$ cat src/elc_pkg.sv
// Shared types, constants and field widths for the elevator car controller.
package elc_pkg;

    // Building size and fixed field widths
    localparam int FLOORS     = 8;
    localparam int FLOOR_W    = 3;
    localparam int TYPE_W     = 3;
    localparam int DELTA_W    = 16;
    localparam int SPEED_W    = 17;
    localparam int TIME_W     = 16;
    localparam int POS_W      = 19;
    localparam int DOOR_W     = 17;
    localparam int GOAL_W     = 4;
    localparam int PROD_W     = SPEED_W + DELTA_W;
    localparam int CFG_IDX_W  = 2;
    localparam int IN_DATA_W  = 24;
    localparam int OUT_DATA_W = 56;

    localparam logic [GOAL_W-1:0] FLOOR_LIMIT = GOAL_W'(FLOORS);
    localparam logic [GOAL_W-1:0] GOAL_NONE   = '1;

    // Q16 constants
    localparam logic [DOOR_W-1:0] DOOR_FULL      = 17'd65536;
    localparam logic [DOOR_W-1:0] DOOR_OPEN_MARK = 17'd655;
    localparam logic [POS_W-1:0]  POS_RESET      = 19'd65536;
    localparam logic [FLOOR_W-1:0] FLOOR_RESET   = 3'd1;

    // Configuration reset values
    localparam logic [SPEED_W-1:0] CAR_SPEED_RESET  = 17'd66;
    localparam logic [SPEED_W-1:0] DOOR_RATE_RESET  = 17'd131;
    localparam logic [TIME_W-1:0]  OPEN_TIME_RESET  = 16'd3000;

    // Configuration register indexes
    localparam logic [CFG_IDX_W-1:0] CFG_CAR_SPEED  = 2'd0;
    localparam logic [CFG_IDX_W-1:0] CFG_DOOR_RATE  = 2'd1;
    localparam logic [CFG_IDX_W-1:0] CFG_OPEN_TIME  = 2'd2;

    // Item kinds
    localparam logic [TYPE_W-1:0] REQ_TICK   = 3'd0;
    localparam logic [TYPE_W-1:0] REQ_FLOOR  = 3'd1;
    localparam logic [TYPE_W-1:0] REQ_CALL   = 3'd2;
    localparam logic [TYPE_W-1:0] REQ_OPEN   = 3'd3;
    localparam logic [TYPE_W-1:0] REQ_CLOSE  = 3'd4;
    localparam logic [TYPE_W-1:0] REQ_STOP   = 3'd5;
    localparam logic [TYPE_W-1:0] REQ_VENT   = 3'd6;

    typedef struct packed {
        logic [SPEED_W-1:0] car_speed;
        logic [SPEED_W-1:0] door_rate;
        logic [TIME_W-1:0]  open_hold_ms;
    } t_cfg;

    // Registered item with its speed-times-delta products
    typedef struct packed {
        logic [TYPE_W-1:0]  req_type;
        logic [FLOOR_W-1:0] floor;
        logic [DELTA_W-1:0] delta_ms;
        logic [PROD_W-1:0]  car_step;
        logic [PROD_W-1:0]  door_step;
    } t_item;

    typedef struct packed {
        logic [FLOOR_W-1:0] current_floor;
        logic [FLOOR_W-1:0] target_floor;
        logic               is_moving;
        logic               is_stopped;
        logic [POS_W-1:0]   car_position;
        logic [DOOR_W-1:0]  door_amount;
        logic               doors_open;
        logic [FLOORS-1:0]  pending_requests;
        logic               ventilation_on;
        logic               ventilation_lamp;
    } t_result;

endpackage

$ cat src/elc_cfg.sv
// Configuration registers written through the config channel.
module elc_cfg (
    input  logic                           i_clk,
    input  logic                           i_rst_n,
    input  logic                           i_cfg_valid,
    output logic                           o_cfg_ready,
    input  logic [elc_pkg::CFG_IDX_W-1:0]  i_cfg_index,
    input  logic [elc_pkg::SPEED_W-1:0]    i_cfg_data,
    output elc_pkg::t_cfg                  o_cfg
);

    elc_pkg::t_cfg r_cfg;

    assign o_cfg_ready = 1'b1;
    assign o_cfg       = r_cfg;

    // Store a register on each transfer; unknown indexes drop
    always_ff @(posedge i_clk) begin
        if (!i_rst_n) begin
            r_cfg.car_speed    <= elc_pkg::CAR_SPEED_RESET;
            r_cfg.door_rate    <= elc_pkg::DOOR_RATE_RESET;
            r_cfg.open_hold_ms <= elc_pkg::OPEN_TIME_RESET;
        end else if (i_cfg_valid) begin
            if (i_cfg_index == elc_pkg::CFG_CAR_SPEED) begin
                r_cfg.car_speed <= i_cfg_data;
            end else if (i_cfg_index == elc_pkg::CFG_DOOR_RATE) begin
                r_cfg.door_rate <= i_cfg_data;
            end else if (i_cfg_index == elc_pkg::CFG_OPEN_TIME) begin
                r_cfg.open_hold_ms <= i_cfg_data[elc_pkg::TIME_W-1:0];
            end
        end
    end

endmodule

$ cat src/elc_in_stage.sv
// Input register: captures an item and forms the travel products.
module elc_in_stage (
    input  logic                          i_clk,
    input  logic                          i_rst_n,
    input  logic                          i_valid,
    output logic                          o_ready,
    input  logic [elc_pkg::TYPE_W-1:0]    i_req_type,
    input  logic [elc_pkg::FLOOR_W-1:0]   i_floor,
    input  logic [elc_pkg::DELTA_W-1:0]   i_delta_ms,
    input  elc_pkg::t_cfg                 i_cfg,
    input  logic                          i_out_free,
    output logic                          o_advance,
    output elc_pkg::t_item                o_item
);

    logic           r_valid;
    elc_pkg::t_item r_item;
    elc_pkg::t_item n_item;

    // Item leaves when the result register can take it
    assign o_advance = r_valid && i_out_free;
    assign o_ready   = !r_valid || o_advance;
    assign o_item    = r_item;

    // Form the speed-times-delta products ahead of the state update
    always_comb begin
        n_item.req_type  = i_req_type;
        n_item.floor     = i_floor;
        n_item.delta_ms  = i_delta_ms;
        n_item.car_step  = elc_pkg::PROD_W'(i_cfg.car_speed) *
                           elc_pkg::PROD_W'(i_delta_ms);
        n_item.door_step = elc_pkg::PROD_W'(i_cfg.door_rate) *
                           elc_pkg::PROD_W'(i_delta_ms);
    end

    always_ff @(posedge i_clk) begin
        if (!i_rst_n) begin
            r_valid <= 1'b0;
        end else if (o_ready) begin
            r_valid <= i_valid;
        end
    end

    // Payload holds while stalled
    always_ff @(posedge i_clk) begin
        if (o_ready && i_valid) begin
            r_item <= n_item;
        end
    end

endmodule

$ cat src/elc_core.sv
// Controller state and its single-pass next-state logic.
module elc_core (
    input  logic                   i_clk,
    input  logic                   i_rst_n,
    input  logic                   i_advance,
    input  elc_pkg::t_item         i_item,
    input  elc_pkg::t_cfg          i_cfg,
    output elc_pkg::t_result       o_result
);

    // State
    logic [elc_pkg::FLOOR_W-1:0] r_floor_now,  n_floor_now;
    logic [elc_pkg::FLOOR_W-1:0] r_floor_goal, n_floor_goal;
    logic [elc_pkg::GOAL_W-1:0]  r_first_goal, n_first_goal;
    logic [elc_pkg::POS_W-1:0]   r_position,   n_position;
    logic [elc_pkg::DOOR_W-1:0]  r_door_level, n_door_level;
    logic [elc_pkg::TIME_W-1:0]  r_countdown,  n_countdown;
    logic [elc_pkg::FLOORS-1:0]  r_req_map,    n_req_map;
    logic r_moving,   n_moving;
    logic r_stopped,  n_stopped;
    logic r_dooropen, n_dooropen;
    logic r_waiting,  n_waiting;
    logic r_vent,     n_vent;
    logic r_lamp,     n_lamp;

    // Working values
    logic                        here;
    logic                        floor_ok;
    logic                        add_req;
    logic                        add_light;
    logic                        pending_any;
    logic [elc_pkg::FLOOR_W-1:0] pending_low;
    logic [elc_pkg::PROD_W-1:0]  door_sum;
    logic [elc_pkg::POS_W-1:0]   target_pos;
    logic [elc_pkg::POS_W-1:0]   travel_left;

    assign here     = (i_item.floor == r_floor_now) && !r_moving;
    assign floor_ok = {1'b0, i_item.floor} < elc_pkg::FLOOR_LIMIT;

    // Find the lowest pending floor
    always_comb begin
        pending_any = 1'b0;
        pending_low = '0;
        for (int i = elc_pkg::FLOORS - 1; i >= 0; i--) begin
            if (r_req_map[i]) begin
                pending_any = 1'b1;
                pending_low = elc_pkg::FLOOR_W'(i);
            end
        end
    end

    // Apply one item to the state
    always_comb begin
        n_floor_now  = r_floor_now;
        n_floor_goal = r_floor_goal;
        n_first_goal = r_first_goal;
        n_position   = r_position;
        n_door_level = r_door_level;
        n_countdown  = r_countdown;
        n_req_map    = r_req_map;
        n_moving     = r_moving;
        n_stopped    = r_stopped;
        n_dooropen   = r_dooropen;
        n_waiting    = r_waiting;
        n_vent       = r_vent;
        n_lamp       = r_lamp;
        add_req      = 1'b0;
        add_light    = 1'b0;
        door_sum     = elc_pkg::PROD_W'(r_door_level) + i_item.door_step;
        target_pos   = {n_floor_goal, 16'd0};
        travel_left  = '0;

        unique case (i_item.req_type)
            elc_pkg::REQ_TICK: begin
                // Door phase
                if (r_dooropen) begin
                    if (elc_pkg::TIME_W'(i_item.delta_ms) >= r_countdown) begin
                        n_countdown = '0;
                    end else begin
                        n_countdown = r_countdown - i_item.delta_ms;
                    end
                    if (r_door_level < elc_pkg::DOOR_FULL) begin
                        if (door_sum > elc_pkg::PROD_W'(elc_pkg::DOOR_FULL)) begin
                            n_door_level = elc_pkg::DOOR_FULL;
                        end else begin
                            n_door_level = door_sum[elc_pkg::DOOR_W-1:0];
                        end
                    end
                    if (n_countdown == '0) begin
                        n_dooropen = 1'b0;
                    end
                end else begin
                    if (r_door_level != '0) begin
                        if (i_item.door_step >= elc_pkg::PROD_W'(r_door_level)) begin
                            n_door_level = '0;
                        end else begin
                            n_door_level = r_door_level -
                                           i_item.door_step[elc_pkg::DOOR_W-1:0];
                        end
                    end
                    // Doors shut: head for the lowest pending floor
                    if (n_door_level == '0 && r_waiting) begin
                        n_waiting    = 1'b0;
                        n_floor_goal = '0;
                        if (pending_any) begin
                            n_floor_goal = pending_low;
                            n_moving     = 1'b1;
                        end
                    end
                end

                // Travel phase, never past the target
                target_pos  = {n_floor_goal, 16'd0};
                travel_left = (target_pos >= r_position) ? target_pos - r_position
                                                         : r_position - target_pos;
                if (n_moving && !r_stopped) begin
                    if (elc_pkg::PROD_W'(travel_left) <= i_item.car_step) begin
                        n_position  = target_pos;
                        n_floor_now = n_floor_goal;
                        n_moving    = 1'b0;
                        n_req_map[n_floor_goal] = 1'b0;
                        n_dooropen  = 1'b1;
                        n_waiting   = 1'b1;
                        n_countdown = i_cfg.open_hold_ms;
                        if (r_lamp && {1'b0, n_floor_goal} == r_first_goal) begin
                            n_lamp = 1'b0;
                        end
                    end else if (target_pos > r_position) begin
                        n_position = r_position +
                                     i_item.car_step[elc_pkg::POS_W-1:0];
                    end else begin
                        n_position = r_position -
                                     i_item.car_step[elc_pkg::POS_W-1:0];
                    end
                end
            end
            elc_pkg::REQ_FLOOR: begin
                add_req   = floor_ok && !here;
                add_light = 1'b1;
            end
            elc_pkg::REQ_CALL: begin
                if (floor_ok) begin
                    if (here) begin
                        if (!r_dooropen) begin
                            n_dooropen  = 1'b1;
                            n_waiting   = 1'b1;
                            n_countdown = i_cfg.open_hold_ms;
                        end
                    end else begin
                        add_req = 1'b1;
                    end
                end
            end
            elc_pkg::REQ_OPEN: begin
                if (!r_moving) begin
                    n_dooropen  = 1'b1;
                    n_waiting   = 1'b1;
                    n_countdown = i_cfg.open_hold_ms;
                end
            end
            elc_pkg::REQ_CLOSE: begin
                if (r_dooropen || r_door_level != '0) begin
                    n_dooropen  = 1'b0;
                    n_countdown = '0;
                end
            end
            elc_pkg::REQ_STOP: begin
                n_stopped = !r_stopped;
            end
            elc_pkg::REQ_VENT: begin
                n_vent = !r_vent;
                if (!r_vent && r_moving) begin
                    n_lamp = 1'b1;
                end
            end
            default: begin
            end
        endcase

        // Record a floor request; start now if the doors are shut, else start closing them
        if (add_req) begin
            n_req_map[i_item.floor] = 1'b1;
            if (!r_moving) begin
                if (r_door_level == '0) begin
                    n_floor_goal = i_item.floor;
                    n_first_goal = {1'b0, i_item.floor};
                    n_moving     = 1'b1;
                    n_waiting    = 1'b0;
                    if (add_light && r_vent) begin
                        n_lamp = 1'b1;
                    end
                end else begin
                    n_dooropen  = 1'b0;
                    n_countdown = '0;
                    n_waiting   = 1'b1;
                end
            end
        end
    end

    // Status that goes with this item
    always_comb begin
        o_result.current_floor    = n_floor_now;
        o_result.target_floor     = n_floor_goal;
        o_result.is_moving        = n_moving;
        o_result.is_stopped       = n_stopped;
        o_result.car_position     = n_position;
        o_result.door_amount      = n_door_level;
        o_result.doors_open       = n_door_level > elc_pkg::DOOR_OPEN_MARK;
        o_result.pending_requests = n_req_map;
        o_result.ventilation_on   = n_vent;
        o_result.ventilation_lamp = n_lamp;
    end

    // Commit the state when the item moves on
    always_ff @(posedge i_clk) begin
        if (!i_rst_n) begin
            r_floor_now  <= elc_pkg::FLOOR_RESET;
            r_floor_goal <= '0;
            r_first_goal <= elc_pkg::GOAL_NONE;
            r_position   <= elc_pkg::POS_RESET;
            r_door_level <= '0;
            r_countdown  <= '0;
            r_req_map    <= '0;
            r_moving     <= 1'b0;
            r_stopped    <= 1'b0;
            r_dooropen   <= 1'b0;
            r_waiting    <= 1'b0;
            r_vent       <= 1'b0;
            r_lamp       <= 1'b0;
        end else if (i_advance) begin
            r_floor_now  <= n_floor_now;
            r_floor_goal <= n_floor_goal;
            r_first_goal <= n_first_goal;
            r_position   <= n_position;
            r_door_level <= n_door_level;
            r_countdown  <= n_countdown;
            r_req_map    <= n_req_map;
            r_moving     <= n_moving;
            r_stopped    <= n_stopped;
            r_dooropen   <= n_dooropen;
            r_waiting    <= n_waiting;
            r_vent       <= n_vent;
            r_lamp       <= n_lamp;
        end
    end

endmodule

$ cat src/elc_out_stage.sv
// Result register: holds a status item until the downstream side takes it.
module elc_out_stage (
    input  logic                              i_clk,
    input  logic                              i_rst_n,
    input  logic                              i_load,
    input  elc_pkg::t_result                  i_result,
    output logic                              o_free,
    output logic                              o_valid,
    input  logic                              i_ready,
    output logic [elc_pkg::OUT_DATA_W-1:0]    o_data
);

    logic             r_valid;
    elc_pkg::t_result r_result;

    assign o_free  = !r_valid || i_ready;
    assign o_valid = r_valid;

    // Pack fields from the lowest bit up, pad the top bit
    assign o_data = {1'b0,
                     r_result.ventilation_lamp,
                     r_result.ventilation_on,
                     r_result.pending_requests,
                     r_result.doors_open,
                     r_result.door_amount,
                     r_result.car_position,
                     r_result.is_stopped,
                     r_result.is_moving,
                     r_result.target_floor,
                     r_result.current_floor};

    always_ff @(posedge i_clk) begin
        if (!i_rst_n) begin
            r_valid <= 1'b0;
        end else if (o_free) begin
            r_valid <= i_load;
        end
    end

    // Load a new result on each advance
    always_ff @(posedge i_clk) begin
        if (i_load) begin
            r_result <= i_result;
        end
    end

endmodule

$ cat src/elevator_car_controller.sv
// Top level of the single-car elevator controller.
//
//  channel   dir  handshake                     payload
//  s_axis    in   s_axis_tvalid/s_axis_tready   tuser req_type, tdata floor, delta_ms
//  m_axis    out  m_axis_tvalid/m_axis_tready   tdata status fields
//  cfg       in   i_cfg_valid/o_cfg_ready       i_cfg_index, i_cfg_data
//
// One item per cycle while the result register is free: an item sits in the input
// register, where the speed-times-delta products are already formed, then the state
// update and the status it reports take one pass into the result register.
// Synchronous active-low reset clears both stage valids and the controller
// state; config returns to 66 / 131 / 3000. A stalled result register holds the
// input register, which still takes an item while it is empty.
module elevator_car_controller (
    input  logic                              i_clk,
    input  logic                              i_rst_n,
    // s_axis_tdata: floor [2:0], delta_ms [18:3], zero [23:19]
    input  logic                              s_axis_tvalid,
    output logic                              s_axis_tready,
    input  logic [elc_pkg::IN_DATA_W-1:0]     s_axis_tdata,
    // s_axis_tuser: req_type [2:0]
    input  logic [elc_pkg::TYPE_W-1:0]        s_axis_tuser,
    // m_axis_tdata: current_floor [2:0], target_floor [5:3], is_moving [6],
    // is_stopped [7], car_position [26:8], door_amount [43:27],
    // doors_open [44], pending_requests [52:45], ventilation_on [53],
    // ventilation_lamp [54], zero [55]
    output logic                              m_axis_tvalid,
    input  logic                              m_axis_tready,
    output logic [elc_pkg::OUT_DATA_W-1:0]    m_axis_tdata,
    input  logic                              i_cfg_valid,
    output logic                              o_cfg_ready,
    input  logic [elc_pkg::CFG_IDX_W-1:0]     i_cfg_index,
    input  logic [elc_pkg::SPEED_W-1:0]       i_cfg_data
);

    elc_pkg::t_cfg    cfg;
    elc_pkg::t_item   item;
    elc_pkg::t_result result;
    logic             advance;
    logic             out_free;

    elc_cfg u_cfg (
        .i_clk       (i_clk),
        .i_rst_n     (i_rst_n),
        .i_cfg_valid (i_cfg_valid),
        .o_cfg_ready (o_cfg_ready),
        .i_cfg_index (i_cfg_index),
        .i_cfg_data  (i_cfg_data),
        .o_cfg       (cfg)
    );

    elc_in_stage u_in (
        .i_clk      (i_clk),
        .i_rst_n    (i_rst_n),
        .i_valid    (s_axis_tvalid),
        .o_ready    (s_axis_tready),
        .i_req_type (s_axis_tuser),
        .i_floor    (s_axis_tdata[elc_pkg::FLOOR_W-1:0]),
        .i_delta_ms (s_axis_tdata[elc_pkg::FLOOR_W +: elc_pkg::DELTA_W]),
        .i_cfg      (cfg),
        .i_out_free (out_free),
        .o_advance  (advance),
        .o_item     (item)
    );

    elc_core u_core (
        .i_clk     (i_clk),
        .i_rst_n   (i_rst_n),
        .i_advance (advance),
        .i_item    (item),
        .i_cfg     (cfg),
        .o_result  (result)
    );

    elc_out_stage u_out (
        .i_clk    (i_clk),
        .i_rst_n  (i_rst_n),
        .i_load   (advance),
        .i_result (result),
        .o_free   (out_free),
        .o_valid  (m_axis_tvalid),
        .i_ready  (m_axis_tready),
        .o_data   (m_axis_tdata)
    );

endmodule

$ cat config.mk
export PLATFORM = sky130hd
export DESIGN_NAME = elevator_car_controller
export DESIGN_NICKNAME = d
export VERILOG_FILES = /design/src/elc_pkg.sv /design/src/elc_cfg.sv /design/src/elc_in_stage.sv /design/src/elc_core.sv /design/src/elc_out_stage.sv /design/src/elevator_car_controller.sv
export SDC_FILE = /design/constraint.sdc
export NUM_CORES = 2
export LEC_CHECK = 0
export BUFFER_PORTS_ARGS = -buffer_cell sky130_fd_sc_hd__buf_2
export CAP_MARGIN = 20
export CORE_ASPECT_RATIO = 1.5
export CORE_MARGIN = 2
export CORE_UTILIZATION = 40
export DETAILED_ROUTE_END_ITERATION = 8
export SKIP_LAST_GASP = 1
export SLEW_MARGIN = 20
export SYNTH_ARGS = -nofsm -noshare
export SYNTH_HDL_FRONTEND = slang
export SYNTH_SLANG_ARGS = --single-unit
$ cat constraint.sdc
create_clock -name i_clk -period 10 [get_ports i_clk]
set_input_delay 1 -clock i_clk [delete_from_list [all_inputs] [get_ports i_clk]]
set_output_delay 1 -clock i_clk [all_outputs]
set_load 0.01 [all_outputs]
==> key figures <==
Hold path
  • Worst Hold Launch: u_core.r_first_goal[3]
  • Hold Crit Class: register to register

Logic synthesis
  • Simple-Gate Fraction of Synth Area: 18.2%
  • Avg Cell Area, Syn: 8.78 um2
  • Number of synthesized flops with an enable pin: 143
  • Xor/xnor share of the synthesized area: 3.75%
  • Synth Area in Adders: 35.6%
  • Post-synthesis mux area share: 1.01%
  • Main synth FF type: edfxtp_1
  • Post-synthesis cell type count: 103
  • Synth top area share: 24.2%
  • Sequential share of the synthesized area: 19.7%
  • Area contributors post-synth: fa_1 24%, edfxtp_1 12%, ha_1 11%
  • Combinational family with the most area after synthesis: adder cells
  • Mapped cell area: 34,800 um2
  • Async set-reset flop share out of synthesis: 0%
  • Area leader, netlist: fa_1
  • Yosys warnings: 0
  • Cells after Synth: 3,966
  • Compound-Gate Fraction of Synth Area: 12.7%
  • Post-synthesis register bit count: 271
  • Synth Net Count: 4,756

Worst setup path
  • Crit-path most repeated cell: a21oi_1
  • CP Class: register to register
  • Setup crit start kind: register
  • CP max stage delay: 720 ps
  • Slowest cell on crit path: ha_1
  • Worst r2r src: u_core.r_door_level[10]
  • Worst-path maximum fanout: 21
  • Worst EP arrival: 9350 ps
  • CP startpoint: u_core.r_door_level[10]
  • Critical path data required time: 10,380 ps
  • CP endpoint kind: register

Layout
  • Final net count: 4,742
  • Area of the multi-input gates: 24,800 um2
  • Most frequent cells in the layout: 618 x inv_1, 560 x nand2_1, 421 x fa_1
  • Register area: 6860 um2
  • Design area: 37,300 um2
  • Most common cell after layout, fill and taps aside: inv_1
  • Fin util: 43.3%
  • Area Overhead vs Synth: 7.18%
  • Share of layout cells above drive strength 1: 6.77%
  • Filler cell count: 8,619

Clocking
  • Clk sinks: 271
  • Postcts setup bufs: 0
  • Reg clk slew, reported paths: 70 ps
  • Num CTS Buffers: 30
  • Hold_buf cts: 0
  • CTS resizes: 0
  • Root buffer cell: clkbuf_16
  • CTS tree: built
  • Clk Latency, worst-skew pair: 630 ps
  • H-tree Lvls: 1
  • CTS max path bufs: 3

Detailed routing
  • WL/cell: 18.0 um
  • Post-DR vias/cell: 5.35
  • DRT Pass-1 Iters: 6
  • DRC Markers: 0
  • Final ANT Viol Nets: 0
  • Final wirelength: 92.0 mm
  • Detailed-route via count: 27,400
  • Starting DRT DRC Count: 1,464

Flow run
  • Max cap viols: 0

Power and ir drop
  • Peak VDD IR: 0.165 mV
  • Final Power: 5.31 mW
  • Pleak: 16.5 nW
  • Pwr Density: 142 nW/um2

Floorplan
  • Core area: 86,200 um2
  • Starting density of the core: 40.4%
  • Row cnt: 132
  • Die Wd: 245 um
  • I/O pins: 110
  • Die area: 89,400 um2
  • Die height: 365 um

Global routing
  • Largest net degree at the start of global routing: 59
  • GRT Total Usage: 20.8%
  • Initial antenna violation count: 15
  • Vias in the first global route: 28,300
  • Global-route wire length before repair: 149 mm
  • Gr ovfl total: 0

Timing
  • Min Tclk post-route: 8970 ps
  • Clk_skew: 33.1 ps
  • Pins Over Slew Limit: 0
  • Worst-margin pin slew: 906 ps
  • Final Hold Fails: 0
  • Final setup fails: 0
  • Slew headroom: 38.9%
  • RSZ-0062 raised after global routing: false
  • Fin crit share: 89.7%
  • Fmax: 111 MHz
  • Final setup TNS: 0 ps

Placement
  • Cell Area, Placed: 36,200 um2
  • DP HPWL: 70.0 mm
  • Port Buffers: 102
  • Placer Congestion: 0.894

Run status
  • Status: finished, final reports clean
==> layer usage <==
| metal | up-vias | global-route usage, % | part of all wire, % | wire [um] |
|---|---|---|---|---|
| li1 | 13000 | - | - | - |
| met2 | 620 | 39.0 | 52 | 47900 |
| met3 | 147 | 2.42 | 4.6 | 4230 |
| met5 | - | 0 | 0.14 | 131 |
| met1 | 13600 | 24.8 | 41 | 37300 |
| met4 | 22 | 6.07 | 2.7 | 2440 |
==> state kept, by name (all words and copies together), names as in the netlist <==
signal               count
u_in.o_item             88
u_in.r_valid             1
u_core.r_stopped         1
u_core.r_door_level     17
u_cfg.o_cfg             50
u_out.o_data            55
u_core.r_position       19
u_core.r_floor_now       3
u_out.o_valid            1
u_core.r_first_goal      4
u_core.r_waiting         1
u_core.r_moving          1
u_core.r_req_map         8
u_core.r_countdown      16
u_core.r_lamp            1
u_core.r_vent            1
u_core.r_dooropen        1
u_core.r_floor_goal      3
==> cell type report <==
| class | count | share of cell area [%] |
|---|---|---|
| Tap cell | 1139 | 3.82 |
| Multi-Input combinational cell | 2885 | 66.6 |
| Timing Repair Buffer | 142 | 2.17 |
| Sequential cell | 271 | 18.4 |
| Antenna cell | 5 | 0.0335 |
| Inverter | 622 | 6.27 |
| Clock inverter | 17 | 0.503 |
| Clock buffer | 39 | 2.25 |
==> critical path: cells and delay by family, from the launching register on <==
family	cells	cell delay, ps
mux	2	720
simple gates	7	2160
buf+inv	2	280
flops	1	300
xor+xnor	1	170
fa+ha+maj	3	1520
compound gates	16	3590
==> cell usage after synthesis (12+ instances only) <==
master,n
edfxtp_1,143
buf_2,12
and2_1,242
nand2b_1,31
nor4_1,30
xnor2_1,105
o21a_1,23
nand3_1,68
fa_1,421
nor3_1,57
a211oi_1,29
o211ai_1,17
a21oi_1,177
o22ai_1,17
or3_1,19
o21ai_1,16
xor2_1,44
nand2_1,560
o21bai_1,14
ha_1,318
nor2_1,163
inv_1,619
mux2i_1,17
or2_2,13
a21o_1,48
dfxtp_1,128
o31ai_1,38
o21ai_0,118
nand4_1,22
a31oi_1,24
nor2b_1,35
a221oi_1,18
o2111ai_1,14
a211o_1,13
clkbuf_1,150
==> final timing paths <==
| kind | cells after the start | endpoint | slack (ps) |
|---|---|---|---|
| max | 31 | u_out.o_data[26] | 1030 |
| min | 2 | u_core.r_first_goal[3] | 460 |
| max reg2reg | 31 | u_out.o_data[26] | 1030 |
| min reg2reg | 2 | u_core.r_first_goal[3] | 460 |
==> power breakdown <==
group / switching [mW] / internal (mW)
sequential: 0.133 / 1.36
clock: 0.516 / 0.655
combinational: 1.57 / 1.07
total: 2.22 / 3.09
==> per-stage QoR <==
| step | setup WS, ps | hold slack, ps | cells |
|---|---|---|---|
| after detailed placement | 1130 | 446 | 5058 |
| after floorplan | 2250 | 423 | 3966 |
| after global routing | 463 | 481 | 5118 |
| after global placement | 1150 | 445 | 5058 |
| after CTS | 1120 | 456 | 5114 |
| final | 1030 | 455 | 5120 |
==> logic make-up (layout without fill, tap and decap cells) <==
logic type      after synthesis  in the layout
other cells                   2              7
xor+xnor                    149            149
fa+ha+maj                   739            739
mux                          32             32
flops                       271            271
simple gates               1301           1301
buf+inv                     810            820
compound gates              662            662
(Power assumes the default switching activity.)
